`src/gis_pkg.sv`:
```
`timescale 1ns / 1ps
`default_nettype none
// ----------------------------------------------------------------------------
// Gripper intake sequencer package
// Shared types and constants for the sequencer datapath and its channels.
// ----------------------------------------------------------------------------
package gis_pkg;

  localparam int TIMER_BITS  = 16;
  localparam int WINDOW_BITS = 16;
  localparam int CMP_BITS    = (TIMER_BITS > WINDOW_BITS) ? TIMER_BITS : WINDOW_BITS;
  localparam int CFG_IDX_BITS = 1;

  localparam logic [CFG_IDX_BITS-1:0] CFG_SHORT_WINDOW = CFG_IDX_BITS'(0);
  localparam logic [CFG_IDX_BITS-1:0] CFG_LONG_WINDOW  = CFG_IDX_BITS'(1);

  localparam logic [WINDOW_BITS-1:0] SHORT_WINDOW_RESET = WINDOW_BITS'(25);
  localparam logic [WINDOW_BITS-1:0] LONG_WINDOW_RESET  = WINDOW_BITS'(50);

  localparam logic [TIMER_BITS-1:0] TIMER_MAX = {TIMER_BITS{1'b1}};

  typedef enum logic [2:0] {
    MODE_STOWED   = 3'd0,
    MODE_INTAKING = 3'd1,
    MODE_IWAIT    = 3'd2,
    MODE_ISTOP    = 3'd3,
    MODE_EJECT    = 3'd4,
    MODE_OVWAIT   = 3'd5
  } mode_t;

  typedef enum logic [1:0] {
    SPIN_STOP = 2'd0,
    SPIN_IN   = 2'd1,
    SPIN_OUT  = 2'd2
  } spin_t;

  typedef struct packed {
    logic intake_press;
    logic eject_press;
    logic stow_press;
    logic ignore_press;
    logic left_switch_level;
    logic right_switch_level;
  } tick_item_t;

  typedef struct packed {
    mode_t                 mode_next;
    logic [TIMER_BITS-1:0] elapsed_next;
    logic                  running_next;
    spin_t                 spin;
  } step_t;

endpackage
`default_nettype wire

```
`src/gis_if.sv`:
```
`timescale 1ns / 1ps
`default_nettype none
// ----------------------------------------------------------------------------
// Gripper intake sequencer channels
// Valid/ready channels for button ticks and for sequencer results.
// ----------------------------------------------------------------------------
interface gis_tick_if;
  logic valid;
  logic ready;
  logic intake_press;
  logic eject_press;
  logic stow_press;
  logic ignore_press;
  logic left_switch_level;
  logic right_switch_level;

  modport source (
    output valid, intake_press, eject_press, stow_press, ignore_press,
           left_switch_level, right_switch_level,
    input  ready
  );
  modport sink (
    input  valid, intake_press, eject_press, stow_press, ignore_press,
           left_switch_level, right_switch_level,
    output ready
  );
endinterface

interface gis_result_if import gis_pkg::*; ();
  logic  valid;
  logic  ready;
  mode_t mode_now;
  spin_t spin_command;

  modport source (output valid, mode_now, spin_command, input ready);
  modport sink (input valid, mode_now, spin_command, output ready);
endinterface
`default_nettype wire

```
`src/gripper_intake_sequencer_unit.sv`:
```
`timescale 1ns / 1ps
`default_nettype none
// ----------------------------------------------------------------------------
// Gripper intake sequencer unit
// Six-state gripper sequencer with a tick timer, one result per input tick.
// ----------------------------------------------------------------------------
// Each tick transferred on the tick channel produces exactly one result
// (new mode and spin command) on the result channel. A tick is registered,
// evaluated together with the sequencer state from the input register, and
// the result lands in an output register. One tick can be taken every cycle
// while the result channel is not stalled; a stalled result holds the flow.
// A waiting result lets the tick channel accept only while the input register
// is empty or can drain into the result register. Window registers are
// written through cfg_we/cfg_index/cfg_data and should only change while idle.
module gripper_intake_sequencer_unit import gis_pkg::*; (
  input  wire logic                    clk,
  input  wire logic                    rst,
  input  wire logic                    cfg_we,
  input  wire logic [CFG_IDX_BITS-1:0] cfg_index,
  input  wire logic [WINDOW_BITS-1:0]  cfg_data,
  gis_tick_if.sink                     tick,
  gis_result_if.source                 result
);

  logic [WINDOW_BITS-1:0] short_window_ticks;
  logic [WINDOW_BITS-1:0] long_window_ticks;
  mode_t                  mode;
  logic [TIMER_BITS-1:0]  elapsed;
  logic                   running;
  logic                   in_valid;
  tick_item_t             in_item;
  logic                   out_valid;
  mode_t                  out_mode;
  spin_t                  out_spin;
  logic                   advance;
  step_t                  step;

  assign advance      = in_valid && (!out_valid || result.ready);
  assign tick.ready   = !in_valid || advance;

  assign result.valid        = out_valid;
  assign result.mode_now     = out_mode;
  assign result.spin_command = out_spin;

  always_ff @(posedge clk) begin
    if (rst) begin
      short_window_ticks <= SHORT_WINDOW_RESET;
      long_window_ticks  <= LONG_WINDOW_RESET;
    end else if (cfg_we) begin
      unique case (cfg_index)
        CFG_SHORT_WINDOW: short_window_ticks <= cfg_data;
        CFG_LONG_WINDOW:  long_window_ticks  <= cfg_data;
        default: ;
      endcase
    end
  end

  // input register
  always_ff @(posedge clk) begin
    if (rst) begin
      in_valid <= 1'b0;
    end else if (tick.ready) begin
      in_valid <= tick.valid;
    end
  end

  always_ff @(posedge clk) begin
    if (tick.valid && tick.ready) begin
      in_item <= '{intake_press:       tick.intake_press,
                   eject_press:        tick.eject_press,
                   stow_press:         tick.stow_press,
                   ignore_press:       tick.ignore_press,
                   left_switch_level:  tick.left_switch_level,
                   right_switch_level: tick.right_switch_level};
    end
  end

  gis_step u_step (
    .mode               (mode),
    .elapsed            (elapsed),
    .running            (running),
    .short_window_ticks (short_window_ticks),
    .long_window_ticks  (long_window_ticks),
    .item               (in_item),
    .step               (step)
  );

  // sequencer state moves on each tick that reaches the result register
  always_ff @(posedge clk) begin
    if (rst) begin
      mode    <= MODE_STOWED;
      elapsed <= '0;
      running <= 1'b0;
    end else if (advance) begin
      mode    <= step.mode_next;
      elapsed <= step.elapsed_next;
      running <= step.running_next;
    end
  end

  always_ff @(posedge clk) begin
    if (rst) begin
      out_valid <= 1'b0;
    end else if (advance) begin
      out_valid <= 1'b1;
    end else if (result.ready) begin
      out_valid <= 1'b0;
    end
  end

  always_ff @(posedge clk) begin
    if (advance) begin
      out_mode <= step.mode_next;
      out_spin <= step.spin;
    end
  end

endmodule
`default_nettype wire

```
`src/gis_step.sv`:
```
`timescale 1ns / 1ps
`default_nettype none
// ----------------------------------------------------------------------------
// Gripper intake sequencer step logic
// Timer advance, window compares and the six-state transition for one tick.
// ----------------------------------------------------------------------------
module gis_step import gis_pkg::*; (
  input  wire mode_t                  mode,
  input  wire logic [TIMER_BITS-1:0]  elapsed,
  input  wire logic                   running,
  input  wire logic [WINDOW_BITS-1:0] short_window_ticks,
  input  wire logic [WINDOW_BITS-1:0] long_window_ticks,
  input  wire tick_item_t             item,
  output step_t                       step
);

  logic [TIMER_BITS-1:0] t_now;
  logic [CMP_BITS-1:0]   t_cmp;
  logic [CMP_BITS-1:0]   short_cmp;
  logic [CMP_BITS-1:0]   long_cmp;
  logic                  past_short;
  logic                  below_long;
  logic                  past_long;
  logic                  present;
  mode_t                 mode_eff;

  // running timer counts first, saturating
  assign t_now = (running && (elapsed != TIMER_MAX)) ? elapsed + TIMER_BITS'(1) : elapsed;

  assign t_cmp      = CMP_BITS'(t_now);
  assign short_cmp  = CMP_BITS'(short_window_ticks);
  assign long_cmp   = CMP_BITS'(long_window_ticks);
  assign past_short = t_cmp > short_cmp;
  assign below_long = t_cmp < long_cmp;
  assign past_long  = t_cmp > long_cmp;

  // switches are active low
  assign present  = !item.left_switch_level || !item.right_switch_level;
  assign mode_eff = item.stow_press ? MODE_STOWED : mode;

  always_comb begin
    step.mode_next    = mode_eff;
    step.elapsed_next = t_now;
    step.running_next = running;
    step.spin         = SPIN_STOP;
    case (mode_eff)
      MODE_INTAKING: begin
        step.spin = SPIN_IN;
        if (item.eject_press) begin
          step.elapsed_next = '0;
          step.running_next = 1'b1;
          step.mode_next    = MODE_OVWAIT;
        end else if (present && !item.ignore_press) begin
          step.elapsed_next = '0;
          step.running_next = 1'b1;
          step.mode_next    = MODE_IWAIT;
        end
      end
      MODE_IWAIT: begin
        step.spin = SPIN_IN;
        if (past_short && below_long && present) begin
          step.running_next = 1'b0;
          step.spin         = SPIN_STOP;
          step.mode_next    = MODE_ISTOP;
        end else if (past_long) begin
          step.running_next = 1'b0;
          step.mode_next    = MODE_INTAKING;
        end
      end
      MODE_ISTOP: begin
        if (item.eject_press) begin
          step.spin         = SPIN_OUT;
          step.elapsed_next = '0;
          step.running_next = 1'b1;
          step.mode_next    = MODE_EJECT;
        end else if (item.intake_press) begin
          step.spin      = SPIN_IN;
          step.mode_next = MODE_INTAKING;
        end
      end
      MODE_EJECT: begin
        step.spin = SPIN_OUT;
        if (past_short) begin
          step.spin         = SPIN_STOP;
          step.running_next = 1'b0;
          step.mode_next    = MODE_STOWED;
        end
      end
      MODE_OVWAIT: begin
        step.spin = SPIN_IN;
        if (past_short) begin
          step.spin         = SPIN_STOP;
          step.running_next = 1'b0;
          step.mode_next    = MODE_ISTOP;
        end
      end
      default: begin
        // stowed, and any unused code behaves as stowed
        step.mode_next = MODE_STOWED;
        if (item.intake_press) begin
          step.spin      = SPIN_IN;
          step.mode_next = MODE_INTAKING;
        end else if (item.eject_press) begin
          step.elapsed_next = '0;
          step.running_next = 1'b1;
          step.spin         = SPIN_OUT;
          step.mode_next    = MODE_EJECT;
        end
      end
    endcase
  end

endmodule
`default_nettype wire
```
`src/flat_wrapper.sv`:
```
// flat-port wrapper written by rule: the top's interface ports become plain ports
module gripper_intake_sequencer_unit_flat import gis_pkg::*;
  (clk, rst, cfg_we, cfg_index, cfg_data, tick_valid, tick_intake_press, tick_eject_press, tick_stow_press, tick_ignore_press, tick_left_switch_level, tick_right_switch_level, tick_ready, result_valid, result_mode_now, result_spin_command, result_ready);
  gis_tick_if tick_i ();
  gis_result_if result_i ();
  input  wire logic clk;
  input  wire logic rst;
  input  wire logic cfg_we;
  input  wire logic [CFG_IDX_BITS-1:0] cfg_index;
  input  wire logic [WINDOW_BITS-1:0] cfg_data;
  input wire logic [$bits(tick_i.valid)-1:0] tick_valid;
  input wire logic [$bits(tick_i.intake_press)-1:0] tick_intake_press;
  input wire logic [$bits(tick_i.eject_press)-1:0] tick_eject_press;
  input wire logic [$bits(tick_i.stow_press)-1:0] tick_stow_press;
  input wire logic [$bits(tick_i.ignore_press)-1:0] tick_ignore_press;
  input wire logic [$bits(tick_i.left_switch_level)-1:0] tick_left_switch_level;
  input wire logic [$bits(tick_i.right_switch_level)-1:0] tick_right_switch_level;
  output wire logic [$bits(tick_i.ready)-1:0] tick_ready;
  output wire logic [$bits(result_i.valid)-1:0] result_valid;
  output wire logic [$bits(result_i.mode_now)-1:0] result_mode_now;
  output wire logic [$bits(result_i.spin_command)-1:0] result_spin_command;
  input wire logic [$bits(result_i.ready)-1:0] result_ready;
  assign tick_i.valid = tick_valid;
  assign tick_i.intake_press = tick_intake_press;
  assign tick_i.eject_press = tick_eject_press;
  assign tick_i.stow_press = tick_stow_press;
  assign tick_i.ignore_press = tick_ignore_press;
  assign tick_i.left_switch_level = tick_left_switch_level;
  assign tick_i.right_switch_level = tick_right_switch_level;
  assign tick_ready = tick_i.ready;
  assign result_valid = result_i.valid;
  assign result_mode_now = result_i.mode_now;
  assign result_spin_command = result_i.spin_command;
  assign result_i.ready = result_ready;
  gripper_intake_sequencer_unit u_core (.clk(clk), .rst(rst), .cfg_we(cfg_we), .cfg_index(cfg_index), .cfg_data(cfg_data), .tick(tick_i), .result(result_i));
endmodule
```
`config.mk`:
```
export PLATFORM = sky130hd
export DESIGN_NAME = gripper_intake_sequencer_unit_flat
export DESIGN_NICKNAME = d
export VERILOG_FILES = /design/src/gis_pkg.sv /design/src/gis_if.sv /design/src/gripper_intake_sequencer_unit.sv /design/src/gis_step.sv /design/src/flat_wrapper.sv
export SDC_FILE = /design/constraint.sdc
export NUM_CORES = 1
export LEC_CHECK = 0
export BUFFER_PORTS_ARGS = -buffer_cell sky130_fd_sc_hd__buf_2
export CORE_UTILIZATION = 56
export CTS_BUF_LIST = sky130_fd_sc_hd__clkbuf_4 sky130_fd_sc_hd__clkbuf_8
export CTS_CLUSTER_SIZE = 10
export DETAILED_ROUTE_END_ITERATION = 12
export PLACE_DENSITY = 0.82
export REMOVE_ABC_BUFFERS = 1
export SYNTH_ARGS = -nofsm -noshare
export SYNTH_HDL_FRONTEND = slang
export SYNTH_HIERARCHICAL = 1
export SYNTH_SLANG_ARGS = --single-unit
export TNS_END_PERCENT = 1
```
`constraint.sdc`:
```
create_clock -name clk -period 3.2 [get_ports clk]
set_input_delay 0.16 -clock clk [delete_from_list [all_inputs] [get_ports clk]]
set_output_delay 0.16 -clock clk [all_outputs]
set_load 0.01 [all_outputs]
```
After elaboration in Yosys (flattened, before gate mapping)
Index checks and enable logic that the tools add are counted.
Widths: inputs -> output; s select.
- word-level logic and storage cells: 79
- output and inout port bits: 7
- flip-flop bits (word level): 65
- add/sub/neg operators: 1
- muxes and demuxes: 27
- eq/ne operators: 12
- bitwise operators: 1
- $lt $le $gt $ge: 3
- reductions and logical operators: 20
- operators with widths (operator ; number):
    $pmux 16 s3 ; 1
    $mux 20 ; 2
    $mux 17 ; 2
    $gt 16x16->1 ; 2
    $mux 3 ; 10
    $pmux 3 s5 ; 2
    $mux 22 ; 1
    $add 16x1->16 const B ; 1
    $lt 16x16->1 ; 1
    $mux 16 ; 1
    $ne 16x16->1 const B ; 1
    $reduce_and 8->1 ; 1
    $eq 3x2->1 const B ; 2
    $eq 3x3->1 const B ; 2
    $logic_and 1x1->1 ; 6
    $mux 1 ; 6
    $ne 6x6->1 const B ; 1
    $logic_not 1->1 ; 5
    $reduce_bool 5->1 ; 1
    $mux 2 ; 2
    $ne 2x2->1 const B ; 2
    $reduce_and 2->1 ; 2
    $eq 3x1->1 const B ; 1
    $logic_or 1x1->1 ; 3
    6 further kinds ; 6

Longest topological paths before layout
Gate-level depths: netlist (run 1).
- depth after elaboration: 8
- mapped depth: 17
- gate-level depth less buffers: 17

Hierarchy
The synthesis (run 1) kept the hierarchy.
- modules (own cells, without submodules) (module ; area an instance (um^2) ; times used ; cells each):
    gripper_intake_sequencer_unit ; 2494.9 ; 1 ; 251
    gis_step ; 1547.7 ; 1 ; 222

Worst setup path after synthesis (run 1)
OpenSTA, ideal clock, no wires.
- path kind: reg-to-reg
- from: reg u_core.elapsed[0]
- to: reg u_core.out_mode[1], in the netlist u_core/result.mode_now[1] (data pin)
- stages on the path, launching flop included: 16
- arrival: 3.308 ns
- clock period less this slack: 3.603 ns
- data required time: 2.905 ns
- path slack: -0.403 ns
- buffers on the path: 0
- cells stage by stage: dfxtp_1 ha_1 nand4_1 or4_1 nand3_1 nor2_1 nand3_1 xnor2_1 ha_1 a41oi_1 o21ai_0 a221o_1 a2111oi_0 o21a_1 nand3b_1 o311ai_0
- RTL lines (item ; line ; text):
    from (decl) ; gripper_intake_sequencer_unit.sv:28 ; logic [TIMER_BITS-1:0] elapsed;
    from (signal assigned) ; gripper_intake_sequencer_unit.sv:96 ; elapsed <= step.elapsed_next;
    to (signal assigned) ; gripper_intake_sequencer_unit.sv:113 ; out_mode <= step.mode_next;
    to (decl) ; gripper_intake_sequencer_unit.sv:33 ; mode_t out_mode;

==> results of run 1 <==
critical path: stages (launching register included):
cell and delay (ns):
dfxtp_2 0.34, ha_4 0.16, nand4_1 0.10, buf_4 0.14, o41ai_4 0.07, or3_4 0.38, nor3_4 0.17, nand3_2 0.13
xnor2_2 0.18, ha_1 0.32, buf_4 0.12, nand4_1 0.12, buf_4 0.17, buf_4 0.12, nor4b_1 0.24, buf_4 0.17
a211oi_2 0.05, a211o_2 0.36, o21ai_1 0.09, a21o_1 0.15, nand2b_1 0.06, mux2i_1 0.13
state kept, by name (all words and copies together) (netlist names):
| name | count |
|---|---|
| u_core/short_window_ticks | 16 |
| u_core/result.valid | 1 |
| u_core/result.spin_command | 2 |
| u_core/mode | 3 |
| u_core/in_item | 6 |
| u_core/running | 1 |
| u_core/in_valid | 1 |
| u_core/result.mode_now | 3 |
| u_core/elapsed | 16 |
| u_core/long_window_ticks | 16 |
kinds of logic (layout without fill, tap and decap cells):
group | Yosys count | in the layout | synth area share
AO/OA/AOI/OAI | 78 | 78 | 0.1250
XOR/XNOR | 15 | 15 | 0.03250
adder cells (fa/ha/maj) | 31 | 31 | 0.09595
buffers and inverters | 57 | 152 | 0.07521
flip-flops | 65 | 65 | 0.3491
multiplexers | 21 | 21 | 0.05231
AND/OR/NAND/NOR | 206 | 206 | 0.2699
final cells by class:
cell class | instances | area [µm²]
inverter | 36 | 135.1
clock inverter | 3 | 17.52
multi-input combinational | 351 | 2590
tap | 96 | 120.1
timing repair buffer | 100 | 680.7
fill | 429 | 1747
sequential | 65 | 1419
clock buffer | 13 | 160.2
path summary, 6_finish.rpt:
path | cells past startpoint | end | slack, ns | from
worst max register to register | 21 | u_core/mode[0] | -0.62 | u_core/elapsed[1]
worst min register to register | 2 | u_core/short_window_ticks[15] | 0.46 | u_core/short_window_ticks[15]
worst min-delay path | 3 | u_core/short_window_ticks[3] | 0.03 | cfg_data[3]
worst max-delay path | 21 | u_core/mode[0] | -0.62 | u_core/elapsed[1]
per-layer routing:
metal	vias up	track usage
met5	-	0
met4	0	0.1742
met3	41	0.04834
met2	178	0.5032
met1	1823	0.3720
li1	1783	-
cell usage in the layout, fill, tap and decap left out, drive strengths merged, types with 7 or more instances in the layout:
| cell | n |
|---|---|
| buf | 94 |
| nand2 | 81 |
| dfxtp | 54 |
| nand2b | 41 |
| a21oi | 39 |
| inv | 36 |
| ha | 31 |
| mux2i | 20 |
| and2 | 16 |
| nor2 | 15 |
| clkbuf | 13 |
| edfxtp | 11 |
| nand4 | 11 |
| nand3 | 10 |
| o21ai | 9 |
| nand3b | 8 |
| xor2 | 8 |
| a21o | 7 |
| xnor2 | 7 |
power by group through the flow:
stage	sequential [mW]	clock, mW	combinational (mW)
after floorplan	0.899	0	0.113
final	0.885	0.649	0.228
after global placement	0.901	0	0.183
after CTS	0.884	0.651	0.214
after detailed placement	0.902	0	0.190
after global routing	0.888	0.684	0.248
timing repair:
item                       in CTS  in global routing
setup endpoints to repair       9                  9
pin swaps                      31                  8
buffers inserted                7                  2
hold endpoints to repair        6                  0
resized for setup              38                 15
hold buffers                    6                  0
==> run metrics, run 1 <==
met1 WL=4507 µm; setup_tns=-4.593 ns; EDFF count, synth=11; Yosys top cell area share=0.2674; sequential power share=0.502; nets=about 620; post-synth cell types=58; worst-skew pair later-pin latency=0.36 ns; final worst path period share=1.193; DR WL met2=5322 µm; Pins Over Slew Limit=0; fin util=0.7457; Ys Warns=6; first-pass GRT wire length=~18000 µm; Pre-Repair DR Iteration Count=7; die height=86.97 µm; pin count of the biggest net entering global routing=75; port bufs=34; 1st-iter DRT viols=280; Avg Inst Size Synth=8.547 µm²; Final Setup Violations=9; Post-synth top flop=dfxtp_1; Critical Path End Type=flip-flop; final WL=~11000 µm; Max VDD drop=254.7 µV; crit path launch type=flip-flop; vias in the first global route=between 3000 and 4000; status=complete, but fails checks; CTS H-tree lvls=3; antenna violations before repair=0; relative slew slack=0.2228; Int Pwr=1.291 mW; Peak Freq=261.9 MHz; diode count=0; TritonCTS buffer count=9; Crit Path Category=reg2reg; Ports=35; Place WS=-0.8729 ns; Critical Path RT=~3.5 ns; Avg WL per Cell=~16 µm; CP arrival=4.11 ns; Initial Util=0.5885; switching share of total power=0.2672; CTS root buf=clkbuf_8; Post-Syn Instances=473; logic gate share of total power=0.129; count leader, synth=nand2_1; die area=between 7000 and 8000 µm²; CTS tree=yes; largest area contributor in the netlist=dfxtp_1; row count=30; Pleak=2.210 nW; DP Wirelength=6726 µm; core area=6869 µm²; CTS sink count=65; Via density=5.761; worst hold path class=in2reg; final count of hold timing violations=0; area growth from synthesis to layout=26.71%; unrepaired setup endpoints after global routing=true; dpl cells=between 600 and 700; max-cap violations=0; pwr/cell area=344.1 nW/µm²; Min Hold Slack=between 0.02 and 0.03 ns; CTS max path bufs=2; Final WS setup=-0.6189 ns; # DRC=0; antenna-violating nets left=0; Switching Power=0.4709 mW; mapped cell area=4043 µm²; Die Width=86.97 µm; DR vias=3825; top cells by area, synth=dfxtp_1 (27%), ha_1 (9.6%), edfxtp_1 (8.2%), nand2_1 (7.5%), nand2b_1 (6.3%); All-Layer GR Usage=0.3028; clock share of power=0.368; Placed Area=4547 µm²; GPL Wtd Cong=0.9307; met3 WL=roughly 660 µm; share of the yosys chip area belonging to registers=0.3491; Non-Filler Instances=664; Async SR Flop Fraction=0; Crit Path Max Fanout=4; gr ovfl total=0; share of cells above drive strength 1=0.2887; minimum clock period=3.819 ns; violated checks=negative setup slack; Post-synth top cells=nand2_1 (81), dfxtp_1 (54), nand2b_1 (41); highest routed metal layer=met4; Final Skew=0.01650 ns; flops & latches, synth=65; power after layout=about 1.8 mW; Worst Tran Pin Value=between 1 and 1.5 ns; design area=just over 5000 µm²; Reg clk slew, reported paths=0.08 ns
Note: power is estimated with default switching activity, not from simulation.
==> run 2: changes to the inputs <==
Settings changed: REMOVE_ABC_BUFFERS 1 to default.
==> run 2 against run 1 <==
Against the previous run:
- the run still ends with negative setup slack left
- die area unchanged
- sequential power barely moved
- clock skew fell by 0.0063 ns
- fmax is 2.0% higher
- register-to-register slack better by 0.07 ns
- final cell count decreased by 2.1%
- total power increased by 6.8%
- clock power rose by 19%
- global-route usage decreased by 2.2 points
==> run metrics, run 2 (same netlist as run 1, synthesis figures left out) <==
max-cap violations=0; Non-Filler Instances=650; most frequent cells in the layout=nand2_1 (80), dfxtp_1 (50), buf_4 (46), nand2b_1 (41), a21oi_1 (39); final count of hold timing violations=0; Crit Path Max Fanout=6; first-pass GRT wire length=16270 µm; violated checks=negative setup slack; core area=6869 µm²; Pre-Repair DR Iteration Count=5; Int Pwr=1.395 mW; Pins Over Slew Limit=0; crit path launch type=flip-flop; Critical Path RT=between 3 and 4 ns; Avg WL per Cell=16.52 µm; CP bufs+invs=0; Top Registers=u_core/elapsed x16, u_core/long_window_ticks x16, u_core/short_window_ticks x16; Reg clk slew, reported paths=0.08 ns; Crit path max-delay family=compound AO/OA/AOI/OAI gates; All-Layer GR Usage=0.2806; DP Wirelength=6943 µm; CTS tree=yes; diode count=0; status=complete, but fails checks; CTS H-tree lvls=3; share of cells above drive strength 1=0.2527; minimum clock period=3.744 ns; GPL Wtd Cong=0.9527; die height=86.97 µm; Final Setup Violations=9; relative slew slack=0.2428; Final WS setup=-0.5442 ns; filler instances=455; slowest stage delay, CP=0.57 ns; hold path cells=3; CTS max path bufs=2; DR vias=between 3000 and 4000; Placed Area=4588 µm²; logic gate share of total power=0.119; Switching Power=0.4868 mW; # DRC=0; Max VDD drop=325.7 µV; antenna violations before repair=0; Crit Path Category=reg2reg; CTS root buf=clkbuf_8; Slowest-stage cell, CP=or4_4; area growth from synthesis to layout=24.23%; antenna-violating nets left=0; sequential power share=0.470; Pleak=2.152 nW; nets=608; dpl cells=623; final WL=between 10000 and 15000 µm; clock share of power=0.411; final worst path period share=1.170; worst hold path class=in2reg; R2R depth=16; Via density=5.788; Post-Syn Nets=roughly 530; Peak Freq=267.1 MHz; Critical Path End Type=flip-flop; row count=30; Worst Tran Pin Value=about 1.1 ns; design area=5022 µm²; worst-skew pair later-pin latency=0.35 ns; Levels on crit path=16; die area=7563 µm²; switching share of total power=0.2587; vias in the first global route=3546; gr ovfl total=0; port bufs=34; most common cell after layout, fill and taps aside=nand2_1; 1st-iter DRT viols=361; CP Cell Sequence=nand4_1 > or4_4 > nand3_2 > nor2_1 > nand3_1 > xnor2_2 > ha_1 > a41oi_1 > o21ai_1 > a221o_1 > a2111oi_4 > o21a_4 > nand3b_1 > o311ai_2 > nand2b_1 > mux2i_1; Min Hold Slack=0.04008 ns; CTS sink count=65; Initial Util=0.5885; unrepaired setup endpoints after global routing=true; Ports=35; TritonCTS buffer count=9; CP arrival=~4.0 ns; Die Width=between 80 and 90 µm; pwr/cell area=374.6 nW/µm²; pin count of the biggest net entering global routing=75; Final Skew=0.01018 ns
## run 2: cell count changes in the layout (fill, tap and decap cells not counted), sizes merged
cell	previous run	this run
bufinv	0	2
clkinv	2	3
clkbuf	13	9
buf	94	80
inv	36	37
## run 2: metrics by stage
| step | utilization | TNS, ns | setup WS [ns] | total power, mW |
|---|---|---|---|---|
| after floorplan | - | -1.410 | -0.2149 | 1.040 |
| after global placement | 0.6679 | -3.298 | -0.4789 | 1.082 |
| after detailed placement | 0.6679 | -3.652 | -0.5173 | 1.091 |
| after CTS | 0.7149 | -2.963 | -0.4618 | 1.868 |
| after global routing | 0.7311 | -5.495 | -0.7234 | 1.944 |
| final | 0.7311 | -4.303 | -0.5442 | 1.882 |
## run 2: layout make-up
| type | instances | area (µm²) | area share |
|---|---|---|---|
| multi-input combinational | 351 | 2552 | 0.5082 |
| sequential | 65 | 1421 | 0.2830 |
| timing repair buffer | 86 | 575.6 | 0.1146 |
| inverter | 36 | 135.1 | 0.02691 |
| clock buffer | 9 | 123.9 | 0.02466 |
| tap | 96 | 120.1 | 0.02392 |
| clock inverter | 7 | 93.84 | 0.01868 |
## run 2: per-layer routing
layer	vias up	global-route usage	wire length (µm)
met4	0	0.1364	382
met1	1760	0.3563	4522
li1	1761	-	-
met3	55	0.05498	758
met5	-	0	0
met2	186	0.4567	5072
## run 2: worst paths after layout
check,slack [ns],start,endpoint
max,-0.54,u_core/elapsed[11],u_core/mode[1]
min,0.04,cfg_data[4],u_core/long_window_ticks[4]
max reg2reg,-0.54,u_core/elapsed[11],u_core/mode[1]
min reg2reg,0.46,u_core/long_window_ticks[2],u_core/long_window_ticks[2]
## run 2: timing repair
action	CTS	global route
gates resized for setup	6	11
setup buffers	1	4
endpoints found under the setup margin	9	9
pin swaps	8	16
hold buffers	6	0
hold endpoints to repair	6	0
## run 2: worst register-to-register path, stage by stage, from the launching register on
cell and delay, ns:
dfxtp_1 0.35, nand4_1 0.25, or4_4 0.57, nand3_2 0.09, nor2_1 0.08, nand3_1 0.16, xnor2_2 0.11, ha_1 0.34
a41oi_1 0.22, o21ai_1 0.14, a221o_1 0.35, a2111oi_4 0.33, o21a_4 0.22, nand3b_1 0.14, o311ai_2 0.13, nand2b_1 0.09
mux2i_1 0.06
## run 2: power groups by stage
stage          Clock (mW)  Sequential, mW  Combinational, mW
2_1_floorplan           0           0.898              0.143
3_3_place_gp            0           0.900              0.182
3_5_place_dp            0           0.902              0.189
4_1_cts             0.781           0.883              0.204
5_1_grt             0.814           0.887              0.243
6_report            0.773           0.884              0.224
==> run 3: changes to the inputs <==
==> constraint.sdc (replaced) <==
create_clock -name clk -period 3.2 [get_ports clk]
set_input_delay 0.48 -clock clk [delete_from_list [all_inputs] [get_ports clk]]
set_output_delay 0.48 -clock clk [all_outputs]
set_load 0.01 [all_outputs]
==> run 3 against run 2 <==
Against the previous run:
- the flow still finishes with violations (negative setup slack)
- die area did not move
- critical path type unchanged
- largest cell class unchanged
- final cell count fell by 1.4%
- hold slack better by 0.27 ns
- global-route usage decreased by 0.39 points
- register-to-register slack barely moved
- routed wire length down 3.9%
- non-clock buffer count shrank 9
- first-iteration DRC count down 21%
- highest routed layer unchanged
- total power fell by 0.57%
- utilization shrank 1.6 points
- sequential power hardly changed
- combinational power shrank 5%
==> run metrics, run 3 (same netlist as run 1, synthesis figures left out) <==
CP arrival=4.01 ns; final WL=between 10000 and 15000 µm; most frequent cells in the layout=nand2_1 (80), dfxtp_1 (50), buf_4 (43), nand2b_1 (41), a21oi_1 (39); CTS H-tree lvls=3; die height=around 87 µm; crit path launch type=flip-flop; minimum clock period=3.737 ns; Final Skew=around 0.011 ns; CTS root buf=clkbuf_8; Pleak=2.104 nW; Initial Util=0.5885; Levels on crit path=17; area growth from synthesis to layout=21.51%; antenna-violating nets left=0; Crit Path Max Fanout=4; R2R depth=17; FF-to-FF End=u_core/mode[0]; Crit Path Category=reg2reg; DP Wirelength=about 6900 µm; Avg WL per Cell=16.09 µm; power after layout=1.871 mW; Top Registers=u_core/elapsed x16, u_core/long_window_ticks x16, u_core/short_window_ticks x16; CTS max path bufs=2; Crit path max-delay family=simple AND/OR/NAND/NOR gates; # DRC=0; GPL Wtd Cong=around 0.95; Die Width=a little under 90 µm; status=complete, but fails checks; CTS sink count=65; Slowest-stage cell, CP=or4_4; CTS tree=yes; DR WL met2=4778 µm; highest routed metal layer=met4; Critical Path End Type=flip-flop; Peak Freq=267.6 MHz; slowest stage delay, CP=0.46 ns; first-pass GRT wire length=16100 µm; unrepaired setup endpoints after global routing=true; Min Hold Slack=0.3059 ns; CP bufs+invs=0; All-Layer GR Usage=0.2767; worst-skew pair later-pin latency=approximately 0.35 ns; Ports=35; Reg clk slew, reported paths=roughly 0.07 ns; 1st-iter DRT viols=about 290; Non-Filler Instances=approximately 640; pin count of the biggest net entering global routing=75; most common cell after layout, fill and taps aside=nand2_1; max-cap violations=0; design area=4912 µm²; met3 WL=around 670 µm; Pins Over Slew Limit=0; Hold Buf Count CTS=0; dpl cells=623; relative slew slack=0.2520; pwr/cell area=380.9 nW/µm²; Critical Path RT=3.47 ns; Final Setup Violations=9; Placed Area=4588 µm²; R2R Setup Slk=-0.54 ns; vias in the first global route=around 3500; diode count=0; violated checks=negative setup slack; Final WS setup=-0.5367 ns; row count=30; DR vias=3668; Reg-to-Reg Start=u_core/elapsed[0]; Worst Tran Pin Value=roughly 1.1 ns; Via density=roughly 5.7; most frequent CP cell=nand4_1; CP Capture Point=u_core/mode[0]; share of cells above drive strength 1=0.2477; final worst path period share=1.168; antenna violations before repair=0; port bufs=34; Post-Syn Nets=~530; nets=roughly 600; worst hold path class=in2reg; gr ovfl total=0; final count of hold timing violations=0; Max VDD drop=327.7 µV; die area=7563 µm²; Pre-Repair DR Iteration Count=7; met1 WL=around 4500 µm; core area=6869 µm²; TritonCTS buffer count=9; CP Cell Sequence=ha_4 > nand4_1 > o41ai_4 > or4_4 > nor2_2 > and4_1 > xor2_2 > ha_1 > nand4_1 > nor4_4 > o211a_1 > a211oi_2 > a211o_2 > o21ai_1 > a21o_1 > nand2b_1 > mux2i_1; CP startpoint=u_core/elapsed[0]
==> run 3: how the worst min path moves through the flow <==
stage	from	to	depth (start not counted)
floorplan	u_core/long_window_ticks[15]	u_core/long_window_ticks[15]	2
global placement	u_core/short_window_ticks[2]	u_core/short_window_ticks[2]	2
detailed placement	u_core/short_window_ticks[15]	u_core/short_window_ticks[15]	2
CTS	tick_intake_press	u_core/in_item[5]	1
global route	tick_intake_press	u_core/in_item[5]	1
finish	tick_intake_press	u_core/in_item[5]	1
==> run 3: worst reg2reg max path: stages, from the launching register on <==
cell and delay [ns]:
dfxtp_4 0.35, ha_4 0.16, nand4_1 0.17, o41ai_4 0.10, or4_4 0.46, nor2_2 0.14
and4_1 0.23, xor2_2 0.10, ha_1 0.32, nand4_1 0.17, nor4_4 0.39, o211a_1 0.22
a211oi_2 0.08, a211o_2 0.34, o21ai_1 0.09, a21o_1 0.14, nand2b_1 0.06, mux2i_1 0.16
==> run 3: report_power, final <==
| group | total [mW] | internal [mW] | switching, mW |
|---|---|---|---|
| registers | 0.884 | 0.863 | 0.0216 |
| logic | 0.213 | 0.0870 | 0.126 |
| clock network | 0.773 | 0.438 | 0.335 |
| total | 1.87 | 1.39 | 0.483 |
==> run 3: metal layers <==
| metal | up-vias | track usage |
|---|---|---|
| met4 | 0 | 0.1364 |
| met3 | 41 | 0.05213 |
| met2 | 147 | 0.4488 |
| li1 | 1746 | - |
| met1 | 1734 | 0.3532 |
| met5 | - | 0 |
==> run 3: final cells by class <==
class                           count  area [µm²]
Multi-Input combinational cell    351        2527
Fill cell                         479        1957
Sequential cell                    65        1419
Timing Repair Buffer               77       493.0
Inverter                           36       135.1
Clock buffer                        9       123.9
Tap cell                           96       120.1
Clock inverter                      7       93.84
==> run 3: per-stage QoR <==
step	TNS, ns	worst slack (ns)	utilization
floorplan	-1.410	-0.2149	-
global placement	-3.298	-0.4789	0.6679
detailed placement	-3.652	-0.5173	0.6679
CTS	-2.963	-0.4618	0.7062
global route	-4.600	-0.6574	0.7151
finish	-3.506	-0.5367	0.7151
==> run 3: timing repair <==
item / in CTS / in global routing
pin swaps: 8 / 6
buffers inserted: 1 / 1
setup endpoints to repair: 9 / 9
gates resized for setup: 6 / 7
